**config.mk**
```make
export PLATFORM = sky130hd
export DESIGN_NAME = telecine_cadence_detector
export DESIGN_NICKNAME = d
export VERILOG_FILES = /design/src/rtl/core/tcd_pkg.sv /design/src/rtl/core/telecine_cadence_detector.sv /design/src/rtl/core/tcd_front.sv /design/src/rtl/core/tcd_queue.sv /design/src/rtl/core/tcd_sqrt.sv /design/src/rtl/core/tcd_back.sv
export SDC_FILE = /design/constraint.sdc
export NUM_CORES = 2
export LEC_CHECK = 0
export ABC_AREA = 1
export ABC_CLOCK_PERIOD_IN_PS = 7550
export BUFFER_PORTS_ARGS = -buffer_cell sky130_fd_sc_hd__buf_2
export CAP_MARGIN = 20
export CORE_AREA = 3 3 367 369
export DETAILED_ROUTE_END_ITERATION = 16
export DIE_AREA = 0 0 370 372
export SETUP_SLACK_MARGIN = 0.3
export SLEW_MARGIN = 10
export SYNTH_ARGS = -nofsm -noshare
export SYNTH_HDL_FRONTEND = slang
export SYNTH_SLANG_ARGS = --single-unit
```
**constraint.sdc**
```tcl
create_clock -name clk -period 7.55 [get_ports clk]
set_input_delay 0.755 -clock clk [delete_from_list [all_inputs] [get_ports clk]]
set_output_delay 0.755 -clock clk [all_outputs]
set_load 0.02 [all_outputs]
```
**src/rtl/core/tcd_pkg.sv**
```systemverilog
// Shared types and constants for the telecine cadence detector.
// No dependencies; every other file of the block imports this package.
package tcd_pkg;

    localparam int SUM_W_DEFAULT   = 48;
    localparam int SCORE_W_DEFAULT = 24;

    localparam int PIX_W   = 8;
    localparam int DIFF_W  = 11;
    localparam int SQ_W    = 18;
    localparam int TERM_W  = 20;
    localparam int IN_W    = 6 * PIX_W;

    localparam int SLOTS       = 10;
    localparam int SLOT_W      = 4;
    localparam int CYCLE       = 5;
    localparam int QUEUE_DEPTH = 4;

    localparam int ADDR_W = 3;
    localparam logic REG_LOCK   = 1'b0;
    localparam logic REG_DECOMB = 1'b1;

    typedef struct packed {
        logic signed [TERM_W-1:0] term;
        logic                     field;
        logic                     last;
    } queue_entry_t;

endpackage

```
**src/rtl/core/telecine_cadence_detector.sv**
```systemverilog
// Top level of the telecine cadence detector: register port, front end, queue, back end.
// Depends on tcd_pkg, tcd_front, tcd_queue and tcd_back.
//
// Channel   Direction  Payload
// s_axis    in         tdata: cur/prev above, middle, below; tuser: field; tlast: frame end
// m_axis    out        tdata: applied cadence, new decision, best score
// apb       in/out     lock_enable at 0x0, decomb_mode at 0x4
//
// The front end takes one transaction per cycle while the four-entry queue has room.
// Outside lock mode, a frame end holds the back end while the shared one-bit-per-cycle square
// root runs once per field; decision frames also hold it through the decide and emit states.
// Reset is asynchronous and active low; it clears the history and the cadence state.
// A result waits in the output register while the back end keeps draining the queue.
module telecine_cadence_detector
    import tcd_pkg::*;
#(
    parameter int SUM_WIDTH   = SUM_W_DEFAULT,
    parameter int SCORE_WIDTH = SCORE_W_DEFAULT
)
(
    input  logic                                   clk,
    input  logic                                   rst_n,
    input  logic                                   s_axis_tvalid,
    output logic                                   s_axis_tready,
    // cur_above, cur_middle, cur_below, prev_above, prev_middle, prev_below
    input  logic [IN_W-1:0]                        s_axis_tdata,
    // field_select
    input  logic                                   s_axis_tuser,
    input  logic                                   s_axis_tlast,
    output logic                                   m_axis_tvalid,
    input  logic                                   m_axis_tready,
    // drop_mode, offset_first, offset_second, invert_polarity, next_drop_mode,
    // next_offset, next_polarity, win_score
    output logic [((SCORE_WIDTH + 22) / 8) * 8 - 1:0] m_axis_tdata,
    input  logic                                   psel,
    input  logic                                   penable,
    input  logic                                   pwrite,
    input  logic [ADDR_W-1:0]                      paddr,
    input  logic [31:0]                            pwdata,
    output logic [31:0]                            prdata,
    output logic                                   pready
);

    localparam int OUT_W = ((SCORE_WIDTH + 22) / 8) * 8;

    logic                   lock_reg, decomb_reg;
    logic                   cfg_write;
    logic                   q_push, q_pop, q_full, q_empty;
    queue_entry_t           push_entry, pop_entry;
    logic [SCORE_WIDTH+14:0] res_data;

    assign pready    = 1'b1;
    assign cfg_write = psel && penable && pwrite && pready;
    assign prdata    = (paddr[2] == REG_DECOMB) ? {31'b0, decomb_reg} : {31'b0, lock_reg};

    always_ff @(posedge clk or negedge rst_n)
    begin
        if (!rst_n)
        begin
            lock_reg   <= 1'b0;
            decomb_reg <= 1'b0;
        end
        else if (cfg_write)
        begin
            unique case (paddr[2])
                REG_LOCK:   lock_reg   <= pwdata[0];
                REG_DECOMB: decomb_reg <= pwdata[0];
                default:    lock_reg   <= lock_reg;
            endcase
        end
    end

    tcd_front u_front
    (
        .clk           (clk),
        .rst_n         (rst_n),
        .s_axis_tvalid (s_axis_tvalid),
        .s_axis_tready (s_axis_tready),
        .s_axis_tdata  (s_axis_tdata),
        .s_axis_tuser  (s_axis_tuser),
        .s_axis_tlast  (s_axis_tlast),
        .q_full        (q_full),
        .q_push        (q_push),
        .q_entry       (push_entry)
    );

    tcd_queue u_queue
    (
        .clk        (clk),
        .rst_n      (rst_n),
        .push       (q_push),
        .push_entry (push_entry),
        .full       (q_full),
        .pop        (q_pop),
        .pop_entry  (pop_entry),
        .empty      (q_empty)
    );

    tcd_back #(.SUM_WIDTH(SUM_WIDTH), .SCORE_WIDTH(SCORE_WIDTH)) u_back
    (
        .clk         (clk),
        .rst_n       (rst_n),
        .lock_enable (lock_reg),
        .decomb_mode (decomb_reg),
        .q_empty     (q_empty),
        .q_entry     (pop_entry),
        .q_pop       (q_pop),
        .res_valid   (m_axis_tvalid),
        .res_ready   (m_axis_tready),
        .res_data    (res_data)
    );

    assign m_axis_tdata = OUT_W'(res_data);

endmodule

```
**src/rtl/core/tcd_front.sv**
```systemverilog
// Front end: takes pixel transactions and forms the combing-improvement term.
// Depends on tcd_pkg; feeds tcd_queue.
module tcd_front
    import tcd_pkg::*;
(
    input  logic              clk,
    input  logic              rst_n,
    input  logic              s_axis_tvalid,
    output logic              s_axis_tready,
    input  logic [IN_W-1:0]   s_axis_tdata,
    input  logic              s_axis_tuser,
    input  logic              s_axis_tlast,
    input  logic              q_full,
    output logic              q_push,
    output queue_entry_t      q_entry
);

    logic [PIX_W-1:0]           a, b, c, d, e, f;
    logic signed [DIFF_W-1:0]   dc, dp, dm;
    logic signed [2*DIFF_W-1:0] pc, pp, pm;
    logic [SQ_W-1:0]            sq_cur_reg, sq_prev_reg, sq_mix_reg;
    logic                       field_reg, last_reg;
    logic                       stage_valid_reg;
    logic                       accept;

    assign a = s_axis_tdata[7:0];
    assign b = s_axis_tdata[15:8];
    assign c = s_axis_tdata[23:16];
    assign d = s_axis_tdata[31:24];
    assign e = s_axis_tdata[39:32];
    assign f = s_axis_tdata[47:40];

    assign dc = $signed({3'b000, a}) + $signed({3'b000, c}) - $signed({2'b00, b, 1'b0});
    assign dp = $signed({3'b000, d}) + $signed({3'b000, f}) - $signed({2'b00, e, 1'b0});
    assign dm = $signed({3'b000, a}) + $signed({3'b000, c}) - $signed({2'b00, e, 1'b0});

    assign pc = (2*DIFF_W)'(dc) * (2*DIFF_W)'(dc);
    assign pp = (2*DIFF_W)'(dp) * (2*DIFF_W)'(dp);
    assign pm = (2*DIFF_W)'(dm) * (2*DIFF_W)'(dm);

    assign s_axis_tready = !stage_valid_reg || !q_full;
    assign accept        = s_axis_tvalid && s_axis_tready;
    assign q_push        = stage_valid_reg && !q_full;

    assign q_entry.term  = $signed({2'b00, sq_cur_reg}) + $signed({2'b00, sq_prev_reg})
                         - $signed({2'b00, sq_mix_reg});
    assign q_entry.field = field_reg;
    assign q_entry.last  = last_reg;

    always_ff @(posedge clk or negedge rst_n)
    begin
        if (!rst_n)
        begin
            stage_valid_reg <= 1'b0;
        end
        else if (accept)
        begin
            stage_valid_reg <= 1'b1;
        end
        else if (q_push)
        begin
            stage_valid_reg <= 1'b0;
        end
    end

    always_ff @(posedge clk)
    begin
        if (accept)
        begin
            sq_cur_reg  <= pc[SQ_W-1:0];
            sq_prev_reg <= pp[SQ_W-1:0];
            sq_mix_reg  <= pm[SQ_W-1:0];
            field_reg   <= s_axis_tuser;
            last_reg    <= s_axis_tlast;
        end
    end

endmodule

```
**src/rtl/core/tcd_queue.sv**
```systemverilog
// Short queue of classified terms between the front end and the back end.
// Depends on tcd_pkg.
module tcd_queue
    import tcd_pkg::*;
(
    input  logic         clk,
    input  logic         rst_n,
    input  logic         push,
    input  queue_entry_t push_entry,
    output logic         full,
    input  logic         pop,
    output queue_entry_t pop_entry,
    output logic         empty
);

    localparam int PTR_W = $clog2(QUEUE_DEPTH);
    localparam int CNT_W = $clog2(QUEUE_DEPTH + 1);

    queue_entry_t     entry_reg [QUEUE_DEPTH];
    logic [PTR_W-1:0] wr_ptr_reg, rd_ptr_reg;
    logic [CNT_W-1:0] count_reg;

    assign full      = (count_reg == CNT_W'(QUEUE_DEPTH));
    assign empty     = (count_reg == '0);
    assign pop_entry = entry_reg[rd_ptr_reg];

    always_ff @(posedge clk or negedge rst_n)
    begin
        if (!rst_n)
        begin
            wr_ptr_reg <= '0;
            rd_ptr_reg <= '0;
            count_reg  <= '0;
        end
        else
        begin
            if (push)
            begin
                wr_ptr_reg <= wr_ptr_reg + 1'b1;
            end
            if (pop)
            begin
                rd_ptr_reg <= rd_ptr_reg + 1'b1;
            end
            if (push && !pop)
            begin
                count_reg <= count_reg + 1'b1;
            end
            else if (pop && !push)
            begin
                count_reg <= count_reg - 1'b1;
            end
        end
    end

    always_ff @(posedge clk)
    begin
        if (push)
        begin
            entry_reg[wr_ptr_reg] <= push_entry;
        end
    end

endmodule

```
**src/rtl/core/tcd_sqrt.sv**
```systemverilog
// Iterative floor square root, one result bit per cycle.
// Depends on tcd_pkg; used by tcd_back.
module tcd_sqrt
    import tcd_pkg::*;
#(
    parameter int ROOT_W = SUM_W_DEFAULT / 2
)
(
    input  logic                clk,
    input  logic                rst_n,
    input  logic                start,
    input  logic [2*ROOT_W-1:0] radicand,
    output logic                done,
    output logic [ROOT_W-1:0]   root
);

    localparam int CNT_W = $clog2(ROOT_W + 1);

    logic [2*ROOT_W-1:0] rad_reg;
    logic [ROOT_W+1:0]   rem_reg;
    logic [ROOT_W-1:0]   root_reg;
    logic [CNT_W-1:0]    cnt_reg;
    logic                busy_reg, done_reg;
    logic [ROOT_W+1:0]   rem_shift, trial;
    logic                take;

    assign rem_shift = {rem_reg[ROOT_W-1:0], rad_reg[2*ROOT_W-1 -: 2]};
    assign trial     = {root_reg, 2'b01};
    assign take      = (rem_shift >= trial);
    assign done      = done_reg;
    assign root      = root_reg;

    always_ff @(posedge clk or negedge rst_n)
    begin
        if (!rst_n)
        begin
            busy_reg <= 1'b0;
            done_reg <= 1'b0;
            cnt_reg  <= '0;
        end
        else
        begin
            done_reg <= 1'b0;
            if (start)
            begin
                busy_reg <= 1'b1;
                cnt_reg  <= CNT_W'(ROOT_W);
            end
            else if (busy_reg)
            begin
                cnt_reg <= cnt_reg - 1'b1;
                if (cnt_reg == CNT_W'(1))
                begin
                    busy_reg <= 1'b0;
                    done_reg <= 1'b1;
                end
            end
        end
    end

    always_ff @(posedge clk)
    begin
        if (start)
        begin
            rad_reg  <= radicand;
            rem_reg  <= '0;
            root_reg <= '0;
        end
        else if (busy_reg)
        begin
            rad_reg  <= {rad_reg[2*ROOT_W-3:0], 2'b00};
            rem_reg  <= take ? (rem_shift - trial) : rem_shift;
            root_reg <= {root_reg[ROOT_W-2:0], take};
        end
    end

endmodule

```
**src/rtl/core/tcd_back.sv**
```systemverilog
// Back end: field accumulation, frame-end scoring, history and cadence decision.
// Depends on tcd_pkg and tcd_sqrt; drains tcd_queue and drives the result register.
module tcd_back
    import tcd_pkg::*;
#(
    parameter int SUM_WIDTH   = SUM_W_DEFAULT,
    parameter int SCORE_WIDTH = SCORE_W_DEFAULT
)
(
    input  logic                    clk,
    input  logic                    rst_n,
    input  logic                    lock_enable,
    input  logic                    decomb_mode,
    input  logic                    q_empty,
    input  queue_entry_t            q_entry,
    output logic                    q_pop,
    output logic                    res_valid,
    input  logic                    res_ready,
    output logic [SCORE_WIDTH+14:0] res_data
);

    localparam int ROOT_W = (SUM_WIDTH + 1) / 2;
    localparam int RAD_W  = 2 * ROOT_W;
    localparam int WIDE_W = (ROOT_W > SCORE_WIDTH) ? ROOT_W : SCORE_WIDTH;
    localparam int RES_W  = SCORE_WIDTH + 15;

    localparam logic [2:0] ST_IDLE    = 3'd0;
    localparam logic [2:0] ST_R0_GO   = 3'd1;
    localparam logic [2:0] ST_R0_WAIT = 3'd2;
    localparam logic [2:0] ST_R1_GO   = 3'd3;
    localparam logic [2:0] ST_R1_WAIT = 3'd4;
    localparam logic [2:0] ST_DECIDE  = 3'd5;
    localparam logic [2:0] ST_EMIT    = 3'd6;

    logic [2:0]                    state_reg, state_next;
    logic                          started_reg;
    logic [SLOT_W-1:0]             slot_reg;
    logic signed [SUM_WIDTH-1:0]   sum_reg [2];
    logic [SCORE_WIDTH-1:0]        hist_reg [SLOTS][2];
    logic [SCORE_WIDTH-1:0]        root0_reg;
    logic [2:0]                    i_reg;
    logic [SCORE_WIDTH-1:0]        best_reg;
    logic                          found_reg;
    logic [2:0]                    best_off_reg;
    logic                          best_pol_reg;
    logic                          applied_drop_reg, pending_drop_reg;
    logic [3:0]                    applied_off0_reg, applied_off1_reg;
    logic [3:0]                    pending_off0_reg, pending_off1_reg;
    logic                          applied_pol_reg, pending_pol_reg;
    logic                          out_valid_reg;
    logic [RES_W-1:0]              out_data_reg;

    logic [SLOT_W-1:0]             slot_cur, slot_adv, prev_idx, idx_sum, idx;
    logic signed [SUM_WIDTH-1:0]   acc, acc_new, sum_sel;
    logic signed [SUM_WIDTH:0]     acc_x;
    logic                          sq_start, sq_done;
    logic [RAD_W-1:0]              sq_rad;
    logic [ROOT_W-1:0]             sq_root;
    logic [WIDE_W-1:0]             root_wide;
    logic [SCORE_WIDTH-1:0]        score_sat;
    logic [SCORE_WIDTH-1:0]        v1, v2, best_a, best_b;
    logic                          hit1, hit2;
    logic [2:0]                    dec_off, off_a, off_b, off_plus;
    logic                          pol_a, pol_b;
    logic                          emit_ok;
    logic [2:0]                    next_off;
    logic                          next_pol;

    tcd_sqrt #(.ROOT_W(ROOT_W)) u_sqrt
    (
        .clk      (clk),
        .rst_n    (rst_n),
        .start    (sq_start),
        .radicand (sq_rad),
        .done     (sq_done),
        .root     (sq_root)
    );

    assign slot_cur = started_reg ? slot_reg : (decomb_mode ? SLOT_W'(0) : SLOT_W'(4));
    assign slot_adv = (slot_reg == SLOT_W'(SLOTS - 1)) ? '0 : slot_reg + 1'b1;
    assign prev_idx = (slot_reg == '0) ? SLOT_W'(SLOTS - 1) : slot_reg - 1'b1;

    assign q_pop = (state_reg == ST_IDLE) && !q_empty;

    assign acc   = sum_reg[q_entry.field];
    assign acc_x = {acc[SUM_WIDTH-1], acc}
                 + {{(SUM_WIDTH + 1 - TERM_W){q_entry.term[TERM_W-1]}}, q_entry.term};
    always_comb
    begin
        if (acc_x[SUM_WIDTH] != acc_x[SUM_WIDTH-1])
        begin
            acc_new = acc_x[SUM_WIDTH] ? {1'b1, {(SUM_WIDTH-1){1'b0}}}
                                       : {1'b0, {(SUM_WIDTH-1){1'b1}}};
        end
        else
        begin
            acc_new = acc_x[SUM_WIDTH-1:0];
        end
    end

    assign sq_start = (state_reg == ST_R0_GO) || (state_reg == ST_R1_GO);
    assign sum_sel  = sum_reg[state_reg == ST_R1_GO];
    assign sq_rad   = sum_sel[SUM_WIDTH-1] ? '0 : RAD_W'(unsigned'(sum_sel));

    assign root_wide = WIDE_W'(sq_root);
    assign score_sat = (root_wide > WIDE_W'({SCORE_WIDTH{1'b1}})) ? {SCORE_WIDTH{1'b1}}
                                                                  : root_wide[SCORE_WIDTH-1:0];

    assign idx_sum = slot_reg + SLOT_W'(4) + SLOT_W'(i_reg);
    assign idx     = (idx_sum >= SLOT_W'(SLOTS)) ? idx_sum - SLOT_W'(SLOTS) : idx_sum;
    assign v1      = hist_reg[idx][0];
    assign v2      = hist_reg[idx][1];
    assign dec_off = (i_reg == 3'd0) ? 3'(CYCLE - 1) : i_reg - 1'b1;

    assign hit1   = (v1 > best_reg);
    assign best_a = hit1 ? v1 : best_reg;
    assign off_a  = hit1 ? dec_off : best_off_reg;
    assign pol_a  = hit1 ? 1'b1 : best_pol_reg;
    assign hit2   = (v2 > best_a);
    assign best_b = hit2 ? v2 : best_a;
    assign off_b  = hit2 ? dec_off : off_a;
    assign pol_b  = hit2 ? 1'b0 : pol_a;

    assign emit_ok  = !out_valid_reg || res_ready;
    assign off_plus = (best_off_reg == 3'(CYCLE - 1)) ? 3'd0 : best_off_reg + 1'b1;
    assign next_off = found_reg ? best_off_reg : 3'd0;
    assign next_pol = found_reg ? best_pol_reg : pending_pol_reg;

    assign res_valid = out_valid_reg;
    assign res_data  = out_data_reg;

    always_comb
    begin
        state_next = state_reg;
        unique case (state_reg)
            ST_IDLE:
            begin
                if (q_pop && q_entry.last && !lock_enable)
                begin
                    state_next = ST_R0_GO;
                end
            end
            ST_R0_GO:
            begin
                state_next = ST_R0_WAIT;
            end
            ST_R0_WAIT:
            begin
                if (sq_done)
                begin
                    state_next = ST_R1_GO;
                end
            end
            ST_R1_GO:
            begin
                state_next = ST_R1_WAIT;
            end
            ST_R1_WAIT:
            begin
                if (sq_done)
                begin
                    state_next = (slot_adv == '0 || slot_adv == SLOT_W'(CYCLE)) ? ST_DECIDE
                                                                                : ST_IDLE;
                end
            end
            ST_DECIDE:
            begin
                if (i_reg == 3'(CYCLE - 1))
                begin
                    state_next = ST_EMIT;
                end
            end
            ST_EMIT:
            begin
                if (emit_ok)
                begin
                    state_next = ST_IDLE;
                end
            end
            default:
            begin
                state_next = ST_IDLE;
            end
        endcase
    end

    always_ff @(posedge clk or negedge rst_n)
    begin
        if (!rst_n)
        begin
            state_reg        <= ST_IDLE;
            started_reg      <= 1'b0;
            slot_reg         <= '0;
            sum_reg[0]       <= '0;
            sum_reg[1]       <= '0;
            for (int s = 0; s < SLOTS; s++)
            begin
                hist_reg[s][0] <= '0;
                hist_reg[s][1] <= '0;
            end
            applied_drop_reg <= 1'b1;
            applied_off0_reg <= 4'hF;
            applied_off1_reg <= 4'hF;
            applied_pol_reg  <= 1'b0;
            pending_drop_reg <= 1'b1;
            pending_off0_reg <= 4'hF;
            pending_off1_reg <= 4'hF;
            pending_pol_reg  <= 1'b0;
            out_valid_reg    <= 1'b0;
        end
        else
        begin
            state_reg <= state_next;
            if (q_pop)
            begin
                started_reg <= 1'b1;
                if (lock_enable)
                begin
                    if (q_entry.last)
                    begin
                        sum_reg[0] <= '0;
                        sum_reg[1] <= '0;
                        slot_reg   <= (slot_cur == SLOT_W'(SLOTS - 1)) ? '0
                                                                       : slot_cur + 1'b1;
                    end
                    else
                    begin
                        slot_reg <= slot_cur;
                    end
                end
                else
                begin
                    slot_reg               <= slot_cur;
                    sum_reg[q_entry.field] <= acc_new;
                end
            end
            if (state_reg == ST_R1_WAIT && sq_done)
            begin
                hist_reg[prev_idx][0] <= root0_reg;
                hist_reg[prev_idx][1] <= score_sat;
                sum_reg[0]            <= '0;
                sum_reg[1]            <= '0;
                slot_reg              <= slot_adv;
            end
            if (state_reg == ST_EMIT && emit_ok)
            begin
                applied_drop_reg <= pending_drop_reg;
                applied_off0_reg <= pending_off0_reg;
                applied_off1_reg <= pending_off1_reg;
                applied_pol_reg  <= pending_pol_reg;
                pending_drop_reg <= !found_reg;
                pending_off0_reg <= {1'b0, next_off};
                pending_off1_reg <= found_reg ? {1'b0, off_plus} : 4'd1;
                pending_pol_reg  <= next_pol;
                out_valid_reg    <= 1'b1;
            end
            else if (res_ready)
            begin
                out_valid_reg <= 1'b0;
            end
        end
    end

    always_ff @(posedge clk)
    begin
        if (state_reg == ST_R0_WAIT && sq_done)
        begin
            root0_reg <= score_sat;
        end
        if (state_reg == ST_R1_WAIT)
        begin
            i_reg        <= '0;
            best_reg     <= '0;
            found_reg    <= 1'b0;
            best_off_reg <= '0;
            best_pol_reg <= 1'b0;
        end
        else if (state_reg == ST_DECIDE)
        begin
            i_reg        <= i_reg + 1'b1;
            best_reg     <= best_b;
            found_reg    <= found_reg || hit1 || hit2;
            best_off_reg <= off_b;
            best_pol_reg <= pol_b;
        end
        if (state_reg == ST_EMIT && emit_ok)
        begin
            out_data_reg <= {best_reg, next_pol, next_off, !found_reg, pending_pol_reg,
                             pending_off1_reg, pending_off0_reg, pending_drop_reg};
        end
    end

    a_slot_range: assert property (@(posedge clk) disable iff (!rst_n)
        slot_reg <= SLOT_W'(SLOTS - 1))
        else $error("slot index left its range");

    a_decide_slot: assert property (@(posedge clk) disable iff (!rst_n)
        (state_reg == ST_DECIDE) |-> (slot_reg == '0 || slot_reg == SLOT_W'(CYCLE)))
        else $error("decision started away from a cadence boundary");

    a_emit_loads: assert property (@(posedge clk) disable iff (!rst_n)
        (state_reg == ST_EMIT && emit_ok) |=> (out_valid_reg && state_reg == ST_IDLE))
        else $error("decision did not reach the result register");

    a_no_pop_busy: assert property (@(posedge clk) disable iff (!rst_n)
        (state_reg != ST_IDLE) |-> !q_pop)
        else $error("queue drained while a frame end was in progress");

endmodule

```
Yosys cells after proc, flatten, opt, wreduce, memory -nomap -nowiden --
Memory sizes are Yosys's and may differ from the RTL's. Index checks and enable logic that the tools add are counted.
Word-level totals: register bits after elaboration 859, word-level logic and storage cells 235, output and inout bits 75, memories 1, input port bits 92, memory bits (writable) 88
Memories:
- u_queue.entry_reg | words 4, bits a word 22, read ports 1, clocked after memory_dff 0, write ports 1, line tcd_queue.sv:19 | queue_entry_t entry_reg [QUEUE_DEPTH];
Operators by class: $add $sub $neg 23, equality and inequality tests 20, $lt $le $gt $ge 11, bitwise operators 5, $mul 3, reductions and logical operators 44, multiplexer cells 74
Operators by type and width (count):
- $bwmux W480 | 2
- $mux W48 | 14
- $demux W48 S4 | 2
- $mux W96 | 4
- $bmux W48 S4 | 1
- $mux W24 | 5
- $bwmux W96 | 1
- $add A48 B20 Y49 | 1
- $demux W48 S1 | 1
- $gt A24 B24 Y1 | 2
- $mux W47 | 1
- $mux W3 | 15
- $mul A11 B11 Y18 | 2
- $mux W4 | 9
- $sub A9 B9 Y10 | 3
- $ge A26 B26 Y1 | 1
- $gt A24 B24 Y1 const B | 1
- $sub A24 B24 Y24 | 1
- $pmux W3 S7 | 1
- $sub A20 B19 Y20 | 1
- $add A18 B18 Y19 | 1
- $add A8 B8 Y9 | 2
- $eq A3 B3 Y1 const B | 6
- $mul A10 B10 Y18 | 1
- other kinds (36) | 102

Depth between registers and ports, before layout --
depth after elaboration 13, mapped depth 45, depth with buffers taken out 41

By module --
From an unflattened synthesis, not the netlist that was laid out.
Unflattened totals: cells, all modules 8027, area total of the unflattened synthesis 62105.8 um^2
By module, submodules not included:
- tcd_back | cells an instance 5116, seq. area each 17376.7 um^2, area an instance 37432.2 um^2, times used 1
- tcd_front | cells an instance 1714, seq. area each 1586.5 um^2, area an instance 14244.9 um^2, times used 1
- tcd_sqrt | cells an instance 841, seq. area each 2577.5 um^2, area an instance 6014.5 um^2, times used 1
- tcd_queue | cells an instance 304, seq. area each 2817.7 um^2, area an instance 4042.6 um^2, times used 1
- telecine_cadence_detector | cells an instance 52, seq. area each 50.0 um^2, area an instance 371.6 um^2, times used 1

Worst setup path before layout --
Ideal clock, no wire load.
kind input to register, start point input s_axis_tdata[0], end point register u_front.sq_cur_reg[17], data pin, arrival time 7.277 ns, buffers on the path 0, data required time 7.282 ns, stages on the path 32, slack 0.005 ns, library setup time 0.268 ns, path through ha_1 -> fa_1 -> nand3_1 -> nand2_1 -> nand2_1 -> nand2_1 -> a21oi_1 -> inv_1 -> a21oi_1 -> o21bai_1 -> ha_1 -> inv_1 -> nor3_1 -> a211oi_1 -> nand2_1 -> clkinv_1 -> nand2_1 -> fa_1 -> fa_1 -> inv_1 -> fa_1 -> fa_1 -> inv_1 -> fa_1 -> inv_1 -> ha_1 -> a21oi_1 -> inv_1 -> o21ai_0 -> o211ai_1 -> a31oi_1 -> xnor3_1
Between the ends: longest elaborated chain between the ends 3
Ends and longest elaborated chain:
- from (decl) | line telecine_cadence_detector.sv:26 | input logic [IN_W-1:0] s_axis_tdata,
- $add A8 B8 Y9 | line tcd_front.sv:33 | assign dc = $signed({3'b000, a}) + $signed({3'b000, c}) - $signed({2'b00, b, 1'b0});
- $sub A9 B9 Y10 | line tcd_front.sv:33
- $mul A10 B10 Y18 | line tcd_front.sv:37 | assign pc = (2*DIFF_W)'(dc) * (2*DIFF_W)'(dc);
- net u_front.pc[17] | line tcd_front.sv:20 | logic signed [2*DIFF_W-1:0] pc, pp, pm;
- to (signal assigned) | line tcd_front.sv:70 | sq_cur_reg <= pc[SQ_W-1:0];
- to (decl) | line tcd_front.sv:21 | logic [SQ_W-1:0] sq_cur_reg, sq_prev_reg, sq_mix_reg;
The timed path passes the listed nets, and every way through them passes these cells. A chain may end at the register's enable or synchronous reset.

Final worst setup path --
Same ends and word-level chain as after synthesis.

==> results.yml <==
detailed_routing:
  route.detailed.drc: 0
  antenna_left: 0
  num_vias: 47984
  drtIter0Drc: 3392
  via_per_inst: 5.19
  routed_wirelength_um: 157000
  drt_pass1_iterations: 5
  avgRoutedWirePerCell_um: 17.0
sta:
  finalSetupViolations: 0
  worst_pin_slew_ps: 1150
  fin_crit_ps: 6840
  relSlewSlack: 0.235
  final_max_slew_viol_count: 0
  finalHoldViolCount: 0
  fin_hold_ws_ps: 318
  fin_crit_sh: 0.906
  rsz0062_at_grt: "true"
  fmax_mhz: 146
  skew_ps: 61.2
global_routing:
  grt_pass1_wl_um: 255000
  grt_pass1_vias: 46666
  grt_max_degree: 186
  overflow: 0
  grt_use_total: 0.230
  antenna_found_initial: 0
cts:
  cts_tree: "yes"
  insertion_delay_ps: 730
  clock-sinks: 937
  clock_path_buffers: 3
  cts.clk_slew.worst_paths_ps: 60
  cts_buffers: 98
  htreeDepth: 3
  clockRootBuffer: "clkbuf_16"
setup_path:
  arrival_ps: 7280
  slowest_stage: "fa_2"
  critical_path.startpoint_type: "input port"
  cp.required_ps: 7990
  worstSetupPathType: "input port to flop"
  startpoint: "s_axis_tdata[0]"
  cp_max_fo: 4
  crit_path_end_kind: "flop"
  max_stage_delay_ps: 580
  r2r_start: "u_back.slot_reg[1]"
yosys:
  synth_seq_cells: 937
  synth-async-reset-ratio: 0.652
  ys_seq_area_frac: 0.410
  synth_top_family_by_area: "simple AND/OR/NAND/NOR gates"
  synthTopCellsByArea: "dfrtp_1 (25%), nand2_1 (14%), edfxtp_1 (12%)"
  synth_flop_cell: "dfrtp_1"
  synth_top_area_cell: "dfrtp_1"
  synth_common_cells: "nand2_1 (2,230), o21ai_0 (818), inv_1 (798)"
  synth-xor-area-share: 0.0269
  syn_avg_cell_area_um2: 8.10
  synth.distinct_cells: 56
  synthCells: 7315
  synth-simple-area-share: 0.209
  synth_edf_count: 246
  synth-compound-area-share: 0.119
  synthMuxAreaShare: 0.00591
  syn_area_um2: 59300
  synth_adder_area_share: 0.148
  yosys_warnings: 0
  yosysMostFrequentCell: "nand2_1"
  synth_top_area_share: 0.255
cells_and_area:
  diodes: 0
  fill_cells: 12707
  nets: 8064
  drive_gt1_frac: 0.0891
  area_growth_pct: 11.5
  stdcell_area_um2: 66100
  final_util: 0.503
  finalNonFillerCells: 9249
  largest_reg_flops: 480
floorplan:
  chipWidth_um: 370
  die_h_um: 372
  initial_core_util: 0.451
  rows: 133
  die_area_um2: 138000
  ios: 167
  core-area_um2: 131000
placed_design:
  placedCellCount: 9055
  gp_congestion: 0.947
  dpl-instance-area_um2: 62500
  port_buffers: 100
  hpwl_um: 108000
min_path:
  hold_path_startpoint: "paddr[2]"
  hp-class: "input port to flop"
outcome:
  status: "finished clean"
run:
  drv_cap: 0
-- layout by cell type, fill, tap and decap left out, types with 12 or more instances in the layout --
cell type and instances:
o21ai_1 24, buf_2 99, inv_2 20, or2_2 12, xnor2_1 78, fa_1 223
a21oi_1 249, o21bai_1 19, o21ai_0 810, edfxtp_1 246, o21ai_2 21, a21o_1 18
dfxtp_1 80, clkbuf_16 100, nor3_1 33, a21boi_1 21, buf_4 230, clkbuf_8 18
inv_1 788, a21oi_2 13, nand4_1 28, o211ai_1 35, conb_1 33, clkinv_2 24
mux2i_1 35, a31oi_1 17, clkbuf_1 20, xor2_1 99, ha_1 327, nand2_2 17
nor2_1 339, clkinv_1 12, dfrtp_1 601, nand3_1 368, nor2_2 19, nand2_1 2214
o22ai_1 49
-- cells by family (layout without fill, tap and decap cells) --
group / count (synthesis) / count (layout)
muxes: 35 / 35
other: 2 / 33
DFF: 937 / 937
buffers and inverters: 1205 / 1353
AOI/OAI and AO/OA: 1308 / 1308
xor gates and xnor gates: 179 / 179
adders and majority gates: 564 / 564
and+or+nand+nor: 3085 / 3085
-- path summary, 6_finish.rpt --
check	endpoint	slack, ps	depth (start not counted)
max reg2reg	u_back.best_off_reg[1]	780	36
min reg2reg	u_back.root0_reg[11]	420	0
min	decomb_reg	320	2
max	u_front.sq_cur_reg[17]	710	35
min in group asynchronous	u_back.sum_reg[28]	620	2
max in group asynchronous	u_back.hist_reg[411]	5440	3
-- stage by stage --
stage                     setup slack [ps]  TNS, ps
after floorplan                        264        0
after global placement                -205     -530
after detailed placement              -241     -725
after CTS                              406        0
after global routing                   245        0
final                                  713        0
-- final cells by class --
class | count | area, um2 | area share
Clock buffer | 138 | 2830 | 0.0427
Sequential cell | 937 | 24300 | 0.367
Multi-Input combinational cell | 5204 | 30600 | 0.463
Clock inverter | 48 | 504 | 0.00763
Tap cell | 1755 | 2200 | 0.0332
Inverter | 817 | 3080 | 0.0466
Timing Repair Buffer | 350 | 2600 | 0.0393
-- critical path, delay by kind of cell --
family	cells	cell delay [ps]
fa+ha+maj	9	3900
compound gates	7	950
buf+inv	9	730
simple gates	9	710
xor+xnor	1	230
-- metal layers --
| layer | track usage | part of all wire | vias up | routed length [um] |
|---|---|---|---|---|
| li1 | - | - | 23688 | - |
| met4 | 0.0575 | 0.020 | 0 | 3090 |
| met5 | 0 | 0 | - | 0 |
| met1 | 0.329 | 0.48 | 23038 | 74900 |
| met3 | 0.0236 | 0.048 | 186 | 7470 |
| met2 | 0.375 | 0.46 | 1072 | 71700 |
-- repair_timing --
| action | in CTS | in global routing |
|---|---|---|
| endpoints found under the setup margin | 0 | 42 |
| gates resized for setup | 0 | 58 |
| hold buffers | 1 | 0 |
| buffers inserted | 0 | 5 |
| endpoints found under the hold margin | 5 | 0 |
Power is not shown: default switching activity piles up to over one toggle a cycle in this logic, so the estimate is an artifact.
